==> config.mk <==
export PLATFORM = sky130hd
export DESIGN_NAME = joystick_cursor_navigator
export DESIGN_NICKNAME = d
export VERILOG_FILES = /design/src/jcn_pkg.sv /design/src/joystick_cursor_navigator.sv
export SDC_FILE = /design/constraint.sdc
export NUM_CORES = 1
export LEC_CHECK = 0
export ABC_AREA = 1
export BUFFER_PORTS_ARGS = -buffer_cell sky130_fd_sc_hd__buf_2
export CELL_PAD_IN_SITES_DETAIL_PLACEMENT = 2
export CELL_PAD_IN_SITES_GLOBAL_PLACEMENT = 2
export CORE_MARGIN = 2
export CORE_UTILIZATION = 36
export DETAILED_ROUTE_END_ITERATION = 10
export GPL_TIMING_DRIVEN = 1
export PLACE_DENSITY = 0.82
export SYNTH_ARGS = -nofsm -noshare
export SYNTH_HDL_FRONTEND = slang
export SYNTH_SLANG_ARGS = --single-unit
export TNS_END_PERCENT = 100
==> constraint.sdc <==
create_clock -name clk -period 4.54 [get_ports clk]
set_clock_uncertainty 0.15 [all_clocks]
set_input_delay 0 -clock clk [delete_from_list [all_inputs] [get_ports clk]]
set_output_delay 0 -clock clk [all_outputs]
set_load 0.03 [all_outputs]
==> src/jcn_pkg.sv <==
// ----------------------------------------------------------------------------
// jcn_pkg
// Types and constants shared by the joystick cursor navigator.
// ----------------------------------------------------------------------------
package jcn_pkg;

	typedef struct packed {
		logic [9:0] x_sample;
		logic [9:0] y_sample;
		logic       switch_level;
	} sample_t;

	typedef struct packed {
		logic       button_pushed;
		logic [5:0] cursor_column;
		logic [1:0] cursor_line;
		logic [7:0] menu_top;
		logic       armed;
	} result_t;

	localparam int CFG_INDEX_W = 3;
	localparam int CFG_DATA_W  = 10;

	localparam logic [CFG_INDEX_W-1:0] CFG_HIGH_THRESHOLD = 3'd0;
	localparam logic [CFG_INDEX_W-1:0] CFG_LOW_THRESHOLD  = 3'd1;
	localparam logic [CFG_INDEX_W-1:0] CFG_COLUMN_COUNT   = 3'd2;
	localparam logic [CFG_INDEX_W-1:0] CFG_ROW_COUNT      = 3'd3;
	localparam logic [CFG_INDEX_W-1:0] CFG_MENU_ENTRIES   = 3'd4;

	localparam logic [9:0] HIGH_THRESHOLD_RST = 10'd800;
	localparam logic [9:0] LOW_THRESHOLD_RST  = 10'd200;
	localparam logic [6:0] COLUMN_COUNT_RST   = 7'd16;
	localparam logic [2:0] ROW_COUNT_RST      = 3'd2;
	localparam logic [7:0] MENU_ENTRIES_RST   = 8'd10;

	localparam logic [6:0] MAX_COLUMNS = 7'd64;
	localparam logic [2:0] MAX_ROWS    = 3'd4;

endpackage

==> src/joystick_cursor_navigator.sv <==
// ----------------------------------------------------------------------------
// joystick_cursor_navigator
// Turns joystick samples into cursor moves, menu scrolling and press pulses.
// ----------------------------------------------------------------------------
// Usage:
//   sample channel: one beat per joystick reading (x, y, switch level).
//   result channel: one beat per sample, giving the press pulse, cursor
//   column and row, menu top and armed flag after that sample.
//   cfg port: write cfg_data to register cfg_index when cfg_write is high;
//   write only while no sample is in flight. Unknown indexes are ignored.
// Path: a sample accepted into the input register passes through the
//   compare and clamp logic into the result register; result_stall can
//   hold it in the input register in between.
// Throughput: one sample per cycle while the result is not stalled; the
//   compare/clamp pass and the state update both complete within the single stage.
// Reset: cursor and menu top go to 0, the block is armed, registers take
//   their default values and both pipeline registers are emptied.
// Stall: when result_stall holds the result register, the input register
//   keeps its sample and sample_stall rises once it is occupied; nothing is
//   dropped.
// ----------------------------------------------------------------------------
module joystick_cursor_navigator (
	input  logic                                 clk,
	input  logic                                 arst_n,
	input  logic                                 sample_valid,
	output logic                                 sample_stall,
	input  jcn_pkg::sample_t                     sample,
	output logic                                 result_valid,
	input  logic                                 result_stall,
	output jcn_pkg::result_t                     result,
	input  logic                                 cfg_write,
	input  logic [jcn_pkg::CFG_INDEX_W-1:0]      cfg_index,
	input  logic [jcn_pkg::CFG_DATA_W-1:0]       cfg_data
);
	import jcn_pkg::*;

	logic [9:0] high_threshold_q;
	logic [9:0] low_threshold_q;
	logic [6:0] column_count_q;
	logic [2:0] row_count_q;
	logic [7:0] menu_entries_q;

	logic       armed_q;
	logic [5:0] column_q;
	logic [1:0] row_q;
	logic [7:0] scroll_q;

	logic       valid_s1;
	sample_t    sample_s1;
	logic       result_valid_q;
	result_t    result_q;

	logic       advance;
	logic       pushed_d;
	logic       armed_d;
	logic [5:0] column_d;
	logic [1:0] row_d;
	logic [7:0] scroll_d;
	logic [5:0] last_column;
	logic [1:0] last_row;
	logic [7:0] scroll_limit;

	// config registers
	always_ff @(posedge clk or negedge arst_n) begin
		if (!arst_n) begin
			high_threshold_q <= HIGH_THRESHOLD_RST;
			low_threshold_q  <= LOW_THRESHOLD_RST;
			column_count_q   <= COLUMN_COUNT_RST;
			row_count_q      <= ROW_COUNT_RST;
			menu_entries_q   <= MENU_ENTRIES_RST;
		end else if (cfg_write) begin
			case (cfg_index)
				CFG_HIGH_THRESHOLD: high_threshold_q <= cfg_data;
				CFG_LOW_THRESHOLD:  low_threshold_q  <= cfg_data;
				CFG_COLUMN_COUNT:   column_count_q   <= cfg_data[6:0];
				CFG_ROW_COUNT:      row_count_q      <= cfg_data[2:0];
				CFG_MENU_ENTRIES:   menu_entries_q   <= cfg_data[7:0];
				default: ;
			endcase
		end
	end

	assign advance      = valid_s1 && (!result_valid_q || !result_stall);
	assign sample_stall = valid_s1 && !advance;

	// clamp limits derived from the screen and menu sizes
	always_comb begin
		logic [2:0] rows;
		if (column_count_q == 7'd0) begin
			last_column = 6'd0;
		end else if (column_count_q > MAX_COLUMNS) begin
			last_column = 6'd63;
		end else begin
			last_column = 6'(column_count_q - 7'd1);
		end
		if (row_count_q == 3'd0) begin
			last_row = 2'd0;
		end else if (row_count_q > MAX_ROWS) begin
			last_row = 2'd3;
		end else begin
			last_row = 2'(row_count_q - 3'd1);
		end
		rows = {1'b0, last_row} + 3'd1;
		scroll_limit = (menu_entries_q > {5'd0, rows}) ?
			8'(menu_entries_q - {5'd0, rows}) : 8'd0;
	end

	// priority: press, row up, row down, column left, column right; when disarmed, re-arm once centred and released
	always_comb begin
		logic [9:0] x;
		logic [9:0] y;
		x = sample_s1.x_sample;
		y = sample_s1.y_sample;
		pushed_d = 1'b0;
		armed_d  = armed_q;
		column_d = column_q;
		row_d    = row_q;
		scroll_d = scroll_q;
		if (armed_q) begin
			if (!sample_s1.switch_level) begin
				pushed_d = 1'b1;
				armed_d  = 1'b0;
			end else if (x > high_threshold_q) begin
				if (row_q == 2'd0) begin
					if (scroll_q != 8'd0) scroll_d = scroll_q - 8'd1;
				end else begin
					row_d = row_q - 2'd1;
				end
				armed_d = 1'b0;
			end else if (x < low_threshold_q) begin
				if (({1'b0, row_q} + 3'd1) > {1'b0, last_row}) begin
					row_d = last_row;
					if (scroll_q < scroll_limit) scroll_d = scroll_q + 8'd1;
				end else begin
					row_d = row_q + 2'd1;
				end
				armed_d = 1'b0;
			end else if (y < low_threshold_q) begin
				if (column_q != 6'd0) column_d = column_q - 6'd1;
				armed_d = 1'b0;
			end else if (y > high_threshold_q) begin
				column_d = (({1'b0, column_q} + 7'd1) > {1'b0, last_column}) ?
					last_column : column_q + 6'd1;
				armed_d = 1'b0;
			end
		end else if (y < high_threshold_q && y > low_threshold_q &&
		             x < high_threshold_q && x > low_threshold_q &&
		             sample_s1.switch_level) begin
			armed_d = 1'b1;
		end
	end

	// input register
	always_ff @(posedge clk or negedge arst_n) begin
		if (!arst_n) begin
			valid_s1 <= 1'b0;
		end else if (!sample_stall) begin
			valid_s1 <= sample_valid;
		end
	end

	always_ff @(posedge clk) begin
		if (sample_valid && !sample_stall) begin
			sample_s1 <= sample;
		end
	end

	// navigation state
	always_ff @(posedge clk or negedge arst_n) begin
		if (!arst_n) begin
			armed_q  <= 1'b1;
			column_q <= 6'd0;
			row_q    <= 2'd0;
			scroll_q <= 8'd0;
		end else if (advance) begin
			armed_q  <= armed_d;
			column_q <= column_d;
			row_q    <= row_d;
			scroll_q <= scroll_d;
		end
	end

	// result register
	always_ff @(posedge clk or negedge arst_n) begin
		if (!arst_n) begin
			result_valid_q <= 1'b0;
		end else if (!result_valid_q || !result_stall) begin
			result_valid_q <= valid_s1;
		end
	end

	always_ff @(posedge clk) begin
		if (advance) begin
			result_q.button_pushed <= pushed_d;
			result_q.cursor_column <= column_d;
			result_q.cursor_line   <= row_d;
			result_q.menu_top      <= scroll_d;
			result_q.armed         <= armed_d;
		end
	end

	assign result_valid = result_valid_q;
	assign result       = result_q;

	// a press always disarms
	a_push_disarms: assert property (@(posedge clk) disable iff (!arst_n)
		result_valid |-> !(result.button_pushed && result.armed))
		else $error("press reported while still armed");

	// input side only stalls with an occupied input register
	a_stall_needs_item: assert property (@(posedge clk) disable iff (!arst_n)
		sample_stall |-> valid_s1)
		else $error("input stalled with empty stage");

	// a disarmed sample never moves the cursor or the menu
	a_disarmed_holds: assert property (@(posedge clk) disable iff (!arst_n)
		advance && !armed_q |=> column_q == $past(column_q) &&
			row_q == $past(row_q) && scroll_q == $past(scroll_q))
		else $error("cursor moved while disarmed");

	// state only changes when a sample passes the stage
	a_state_on_advance: assert property (@(posedge clk) disable iff (!arst_n)
		!advance |=> $stable(armed_q) && $stable(column_q) && $stable(scroll_q))
		else $error("state changed without a sample");

endmodule
==> flow_metrics.py <==
metrics = {
    "outcome": {
        "outcome": "completed",
    },
    "critical_path": {
        "cp_max_fo": 4,
        "startpoint": "row_count_q[1]",
        "critPathMostFrequentCell": "sky130_fd_sc_hd__nand2_1",
        "critical_path_required_ns": 4.49,
        "startpoint_type": "flop",
        "timing.critical_path.to_type": "flop",
        "r2r-start": "row_count_q[1]",
        "ff2ff_setup_slack_ns": 0.39,
        "cp_slowest_cell": "sky130_fd_sc_hd__dfstp_2",
        "endpoint": "result[5]",
        "cpPeakStageDelay_ns": 0.53,
        "rr_endpoint": "result[5]",
        "cp.arrival_ns": 4.10,
        "crit_path_category": "flop to flop",
        "worst_r2r_path_depth": 27,
    },
    "placed_design": {
        "dpl-instance-area_sq_um": 6980,
        "dp_hpwl_um": 15400,
        "gpl.final_weighted_congestion": 0.839,
        "io_buffer_count": 58,
    },
    "floorplanning": {
        "design.core.area_sq_um": 17400,
        "die-height_um": 138,
        "initial_utilization_pct": 37.1,
        "row_count": 48,
        "die_area_sq_um": 19000,
        "dieWidth_um": 138,
        "io-pin-count": 59,
    },
    "logic_synthesis": {
        "synth_edf_count": 39,
        "post_synth.cell_area_avg_sq_um": 8.09,
        "yosysWarnings": 0,
        "synth_cell_types": 46,
        "synth_cells": 795,
        "yosys_top_cell_by_area": "sky130_fd_sc_hd__edfxtp_1",
        "synth-seq-area-share_pct": 40.6,
        "synth.top_cells.by_count": "216 x sky130_fd_sc_hd__nand2_1, 109 x sky130_fd_sc_hd__inv_1, 71 x sky130_fd_sc_hd__ha_1",
        "yosysTopAreaCellShare_pct": 18.2,
        "yosys_register_bits": 96,
        "synthesis.nets": 907,
        "synth_async_sr_flop_share_pct": 59.4,
        "syn_area_sq_um": 6430,
        "post_synth_main_area_contributors": "sky130_fd_sc_hd__edfxtp_1 18%, sky130_fd_sc_hd__dfrtp_1 18%, sky130_fd_sc_hd__ha_1 14%, sky130_fd_sc_hd__nand2_1 13%, sky130_fd_sc_hd__inv_1 6.4%",
        "synth-main-ff-cell": "sky130_fd_sc_hd__dfrtp_1",
        "post-synth-top-count-cell": "sky130_fd_sc_hd__nand2_1",
    },
    "grt": {
        "first_global_vias": 6778,
        "wire_length_of_the_first_global_routing_pass_um": 34700,
        "pin_count_of_the_biggest_net_entering_global_routing": 58,
        "antenna_found_initial": 2,
        "globalRouteOverflowTotal": 0,
        "globalRouteTotalUtil_pct": 23.8,
    },
    "routing": {
        "drtAntennaViolNets": 0,
        "route.detailed.vias_per_inst": 5.19,
        "final_routed_wire_length_divided_by_cell_count_um": 18.7,
        "first_iter_violations": 239,
        "vias": 5839,
        "drt_drc_violations_left": 0,
        "routed_wl_um": 21100,
        "dr.pass1.iters": 4,
    },
    "clock_network": {
        "root_buffer": "sky130_fd_sc_hd__clkbuf_16",
        "clk_latency_ns": 0.36,
        "max-clock-path-buffers": 2,
        "cts_inserted_buffers": 9,
        "clkSinkCount": 96,
        "cts.repair_timing.setup_buffer_count": 0,
        "htreeDepth": 3,
        "path_clk_slew_ns": 0.07,
        "tritoncts": "built",
    },
    "sta": {
        "final_min_period_over_clock_period_pct": 91.5,
        "post-route-min-period_ns": 4.15,
        "slew_headroom_pct": 43.9,
        "finalMaxSlewViolations": 0,
        "grt_setup_unrepaired": "false",
        "timing_worst_slew_pin_value_ns": 0.841,
        "fin_setup_tns_ns": 0,
        "setup_viol": 0,
        "final_hold_viol_count": 0,
        "max_freq_mhz": 241,
    },
    "power_and_ir_drop": {
        "pwr-share-clk_pct": 19.0,
        "p_per_area_nw_per_um2": 539,
        "fin_total_pwr_mw": 4.14,
        "pwr-share-seq_pct": 31.1,
        "switching_share_pct": 46.3,
        "cell_internal_pwr_mw": 2.23,
        "switching_power_mw": 1.92,
        "ir_worst_vdd_mv": 0.228,
        "combPwrFrac_pct": 49.9,
        "leakagePower_nw": 3.79,
    },
    "finish": {
        "utilization_pct": 44.2,
        "layout_cells_sized_above_1_pct": 13.7,
        "postLayoutCellArea_sq_um": 7680,
        "area.growth.synth_to_final_pct": 19.3,
        "finish.net_count": 1005,
    },
    "job": {
        "maxCapViolations": 0,
    },
    "hold_path": {
        "worst_hold_path_type": "input pin to flop",
    },
}
==> cell usage in the layout (no fill, tap or decap), types with 4 or more instances in the layout <==
| cell type | n |
|---|---|
| sky130_fd_sc_hd__nand2_1 | 216 |
| sky130_fd_sc_hd__inv_1 | 108 |
| sky130_fd_sc_hd__ha_1 | 69 |
| sky130_fd_sc_hd__o21ai_0 | 60 |
| sky130_fd_sc_hd__buf_2 | 58 |
| sky130_fd_sc_hd__nand3_1 | 50 |
| sky130_fd_sc_hd__dfrtp_1 | 46 |
| sky130_fd_sc_hd__nor2_1 | 44 |
| sky130_fd_sc_hd__edfxtp_1 | 39 |
| sky130_fd_sc_hd__dlygate4sd3_1 | 38 |
| sky130_fd_sc_hd__a21oi_1 | 30 |
| sky130_fd_sc_hd__nand4_1 | 13 |
| sky130_fd_sc_hd__nand2_2 | 12 |
| sky130_fd_sc_hd__dfstp_2 | 11 |
| sky130_fd_sc_hd__nor3_1 | 9 |
| sky130_fd_sc_hd__clkbuf_16 | 9 |
| sky130_fd_sc_hd__xor2_1 | 8 |
| sky130_fd_sc_hd__o21ai_1 | 7 |
| sky130_fd_sc_hd__a21boi_1 | 7 |
| sky130_fd_sc_hd__o211ai_1 | 5 |
| sky130_fd_sc_hd__nand3b_1 | 4 |
| sky130_fd_sc_hd__buf_4 | 4 |
==> area by class of cell <==
class / instances / area, sq um
Clock inverter: 4 / 30.0
Fill cell: 1978 / 9680
Multi-Input combinational cell: 576 / 3370
Clock buffer: 12 / 267
Antenna cell: 2 / 5.00
Inverter: 110 / 413
Timing Repair Buffer: 100 / 701
Sequential cell: 96 / 2610
Tap cell: 225 / 282
==> routing by layer <==
metal / up-vias / wire length (um) / global-route usage, %
li1: 2825 / - / -
met1: 2908 / 8590 / 26.8
met2: 77 / 11400 / 45.3
met3: 29 / 609 / 3.79
met4: 0 / 442 / 7.77
met5: - / 0 / 0
==> sequential cells by signal, summed over array words and instances, names as in the netlist <==
register and flops:
column_count_q 7, menu_entries_q 8, sample_s1 21, valid_s1 1
result 18, scroll_q 8, row_q 2, high_threshold_q 10
low_threshold_q 10, row_count_q 3, result_valid 1, armed_q 1
column_q 6
==> kinds of logic after synthesis <==
logic type | synth area share, %
adder cells (fa/ha/maj) | 14.4
buffers and inverters | 7.27
XOR/XNOR | 1.36
AND/OR/NAND/NOR | 24.8
AO/OA/AOI/OAI | 11.6
flip-flops | 40.6
==> worst min-delay path by stage <==
stage | startpoint | slack (ns) | to | depth (start not counted)
CTS | cfg_index[2] | 0.02 | row_count_q[1] | 4
detailed placement | sample[12] | 0.03 | sample_s1[12] | 1
global route | cfg_index[2] | 0.06 | row_count_q[1] | 4
global placement | sample[5] | 0.03 | sample_s1[5] | 1
floorplan | arst_n | -0.45 | column_count_q[0] | 0
finish | cfg_index[2] | 0.02 | row_count_q[1] | 4
==> critical path: cells and delay by family (launching register included) <==
kind                       cells  cell delay (ns)
DFF                            1             0.53
AOI/OAI and AO/OA              6             0.62
buffers and inverters          5             0.37
adders and majority gates      4             1.12
and+or+nand+nor               12             1.10
==> through the flow <==
step | setup WS, ns | hold slack [ns] | instances
after floorplan | 0.682 | -0.446 | 795
after global routing | 0.0241 | 0.0628 | 1125
after global placement | 0.414 | 0.0261 | 1069
after detailed placement | 0.162 | 0.0285 | 1069
final | 0.385 | 0.0224 | 1125
after CTS | 0.101 | 0.0249 | 1123
==> timing repair <==
item                       in CTS  in global routing
hold buffers                   38                  0
resized for setup               0                  7
hold endpoints to repair      107                  0
setup endpoints to repair       0                 16
==> power by group through the flow <==
stage	Sequential, mW	Combinational, mW	Clock [mW]
finish	1.29	2.07	0.787
global route	1.31	2.35	0.837
CTS	1.28	2.07	0.802
detailed placement	1.30	2.00	0
global placement	1.28	1.81	0
floorplan	1.28	1.40	0
Power figures use the tool's default switching activity.
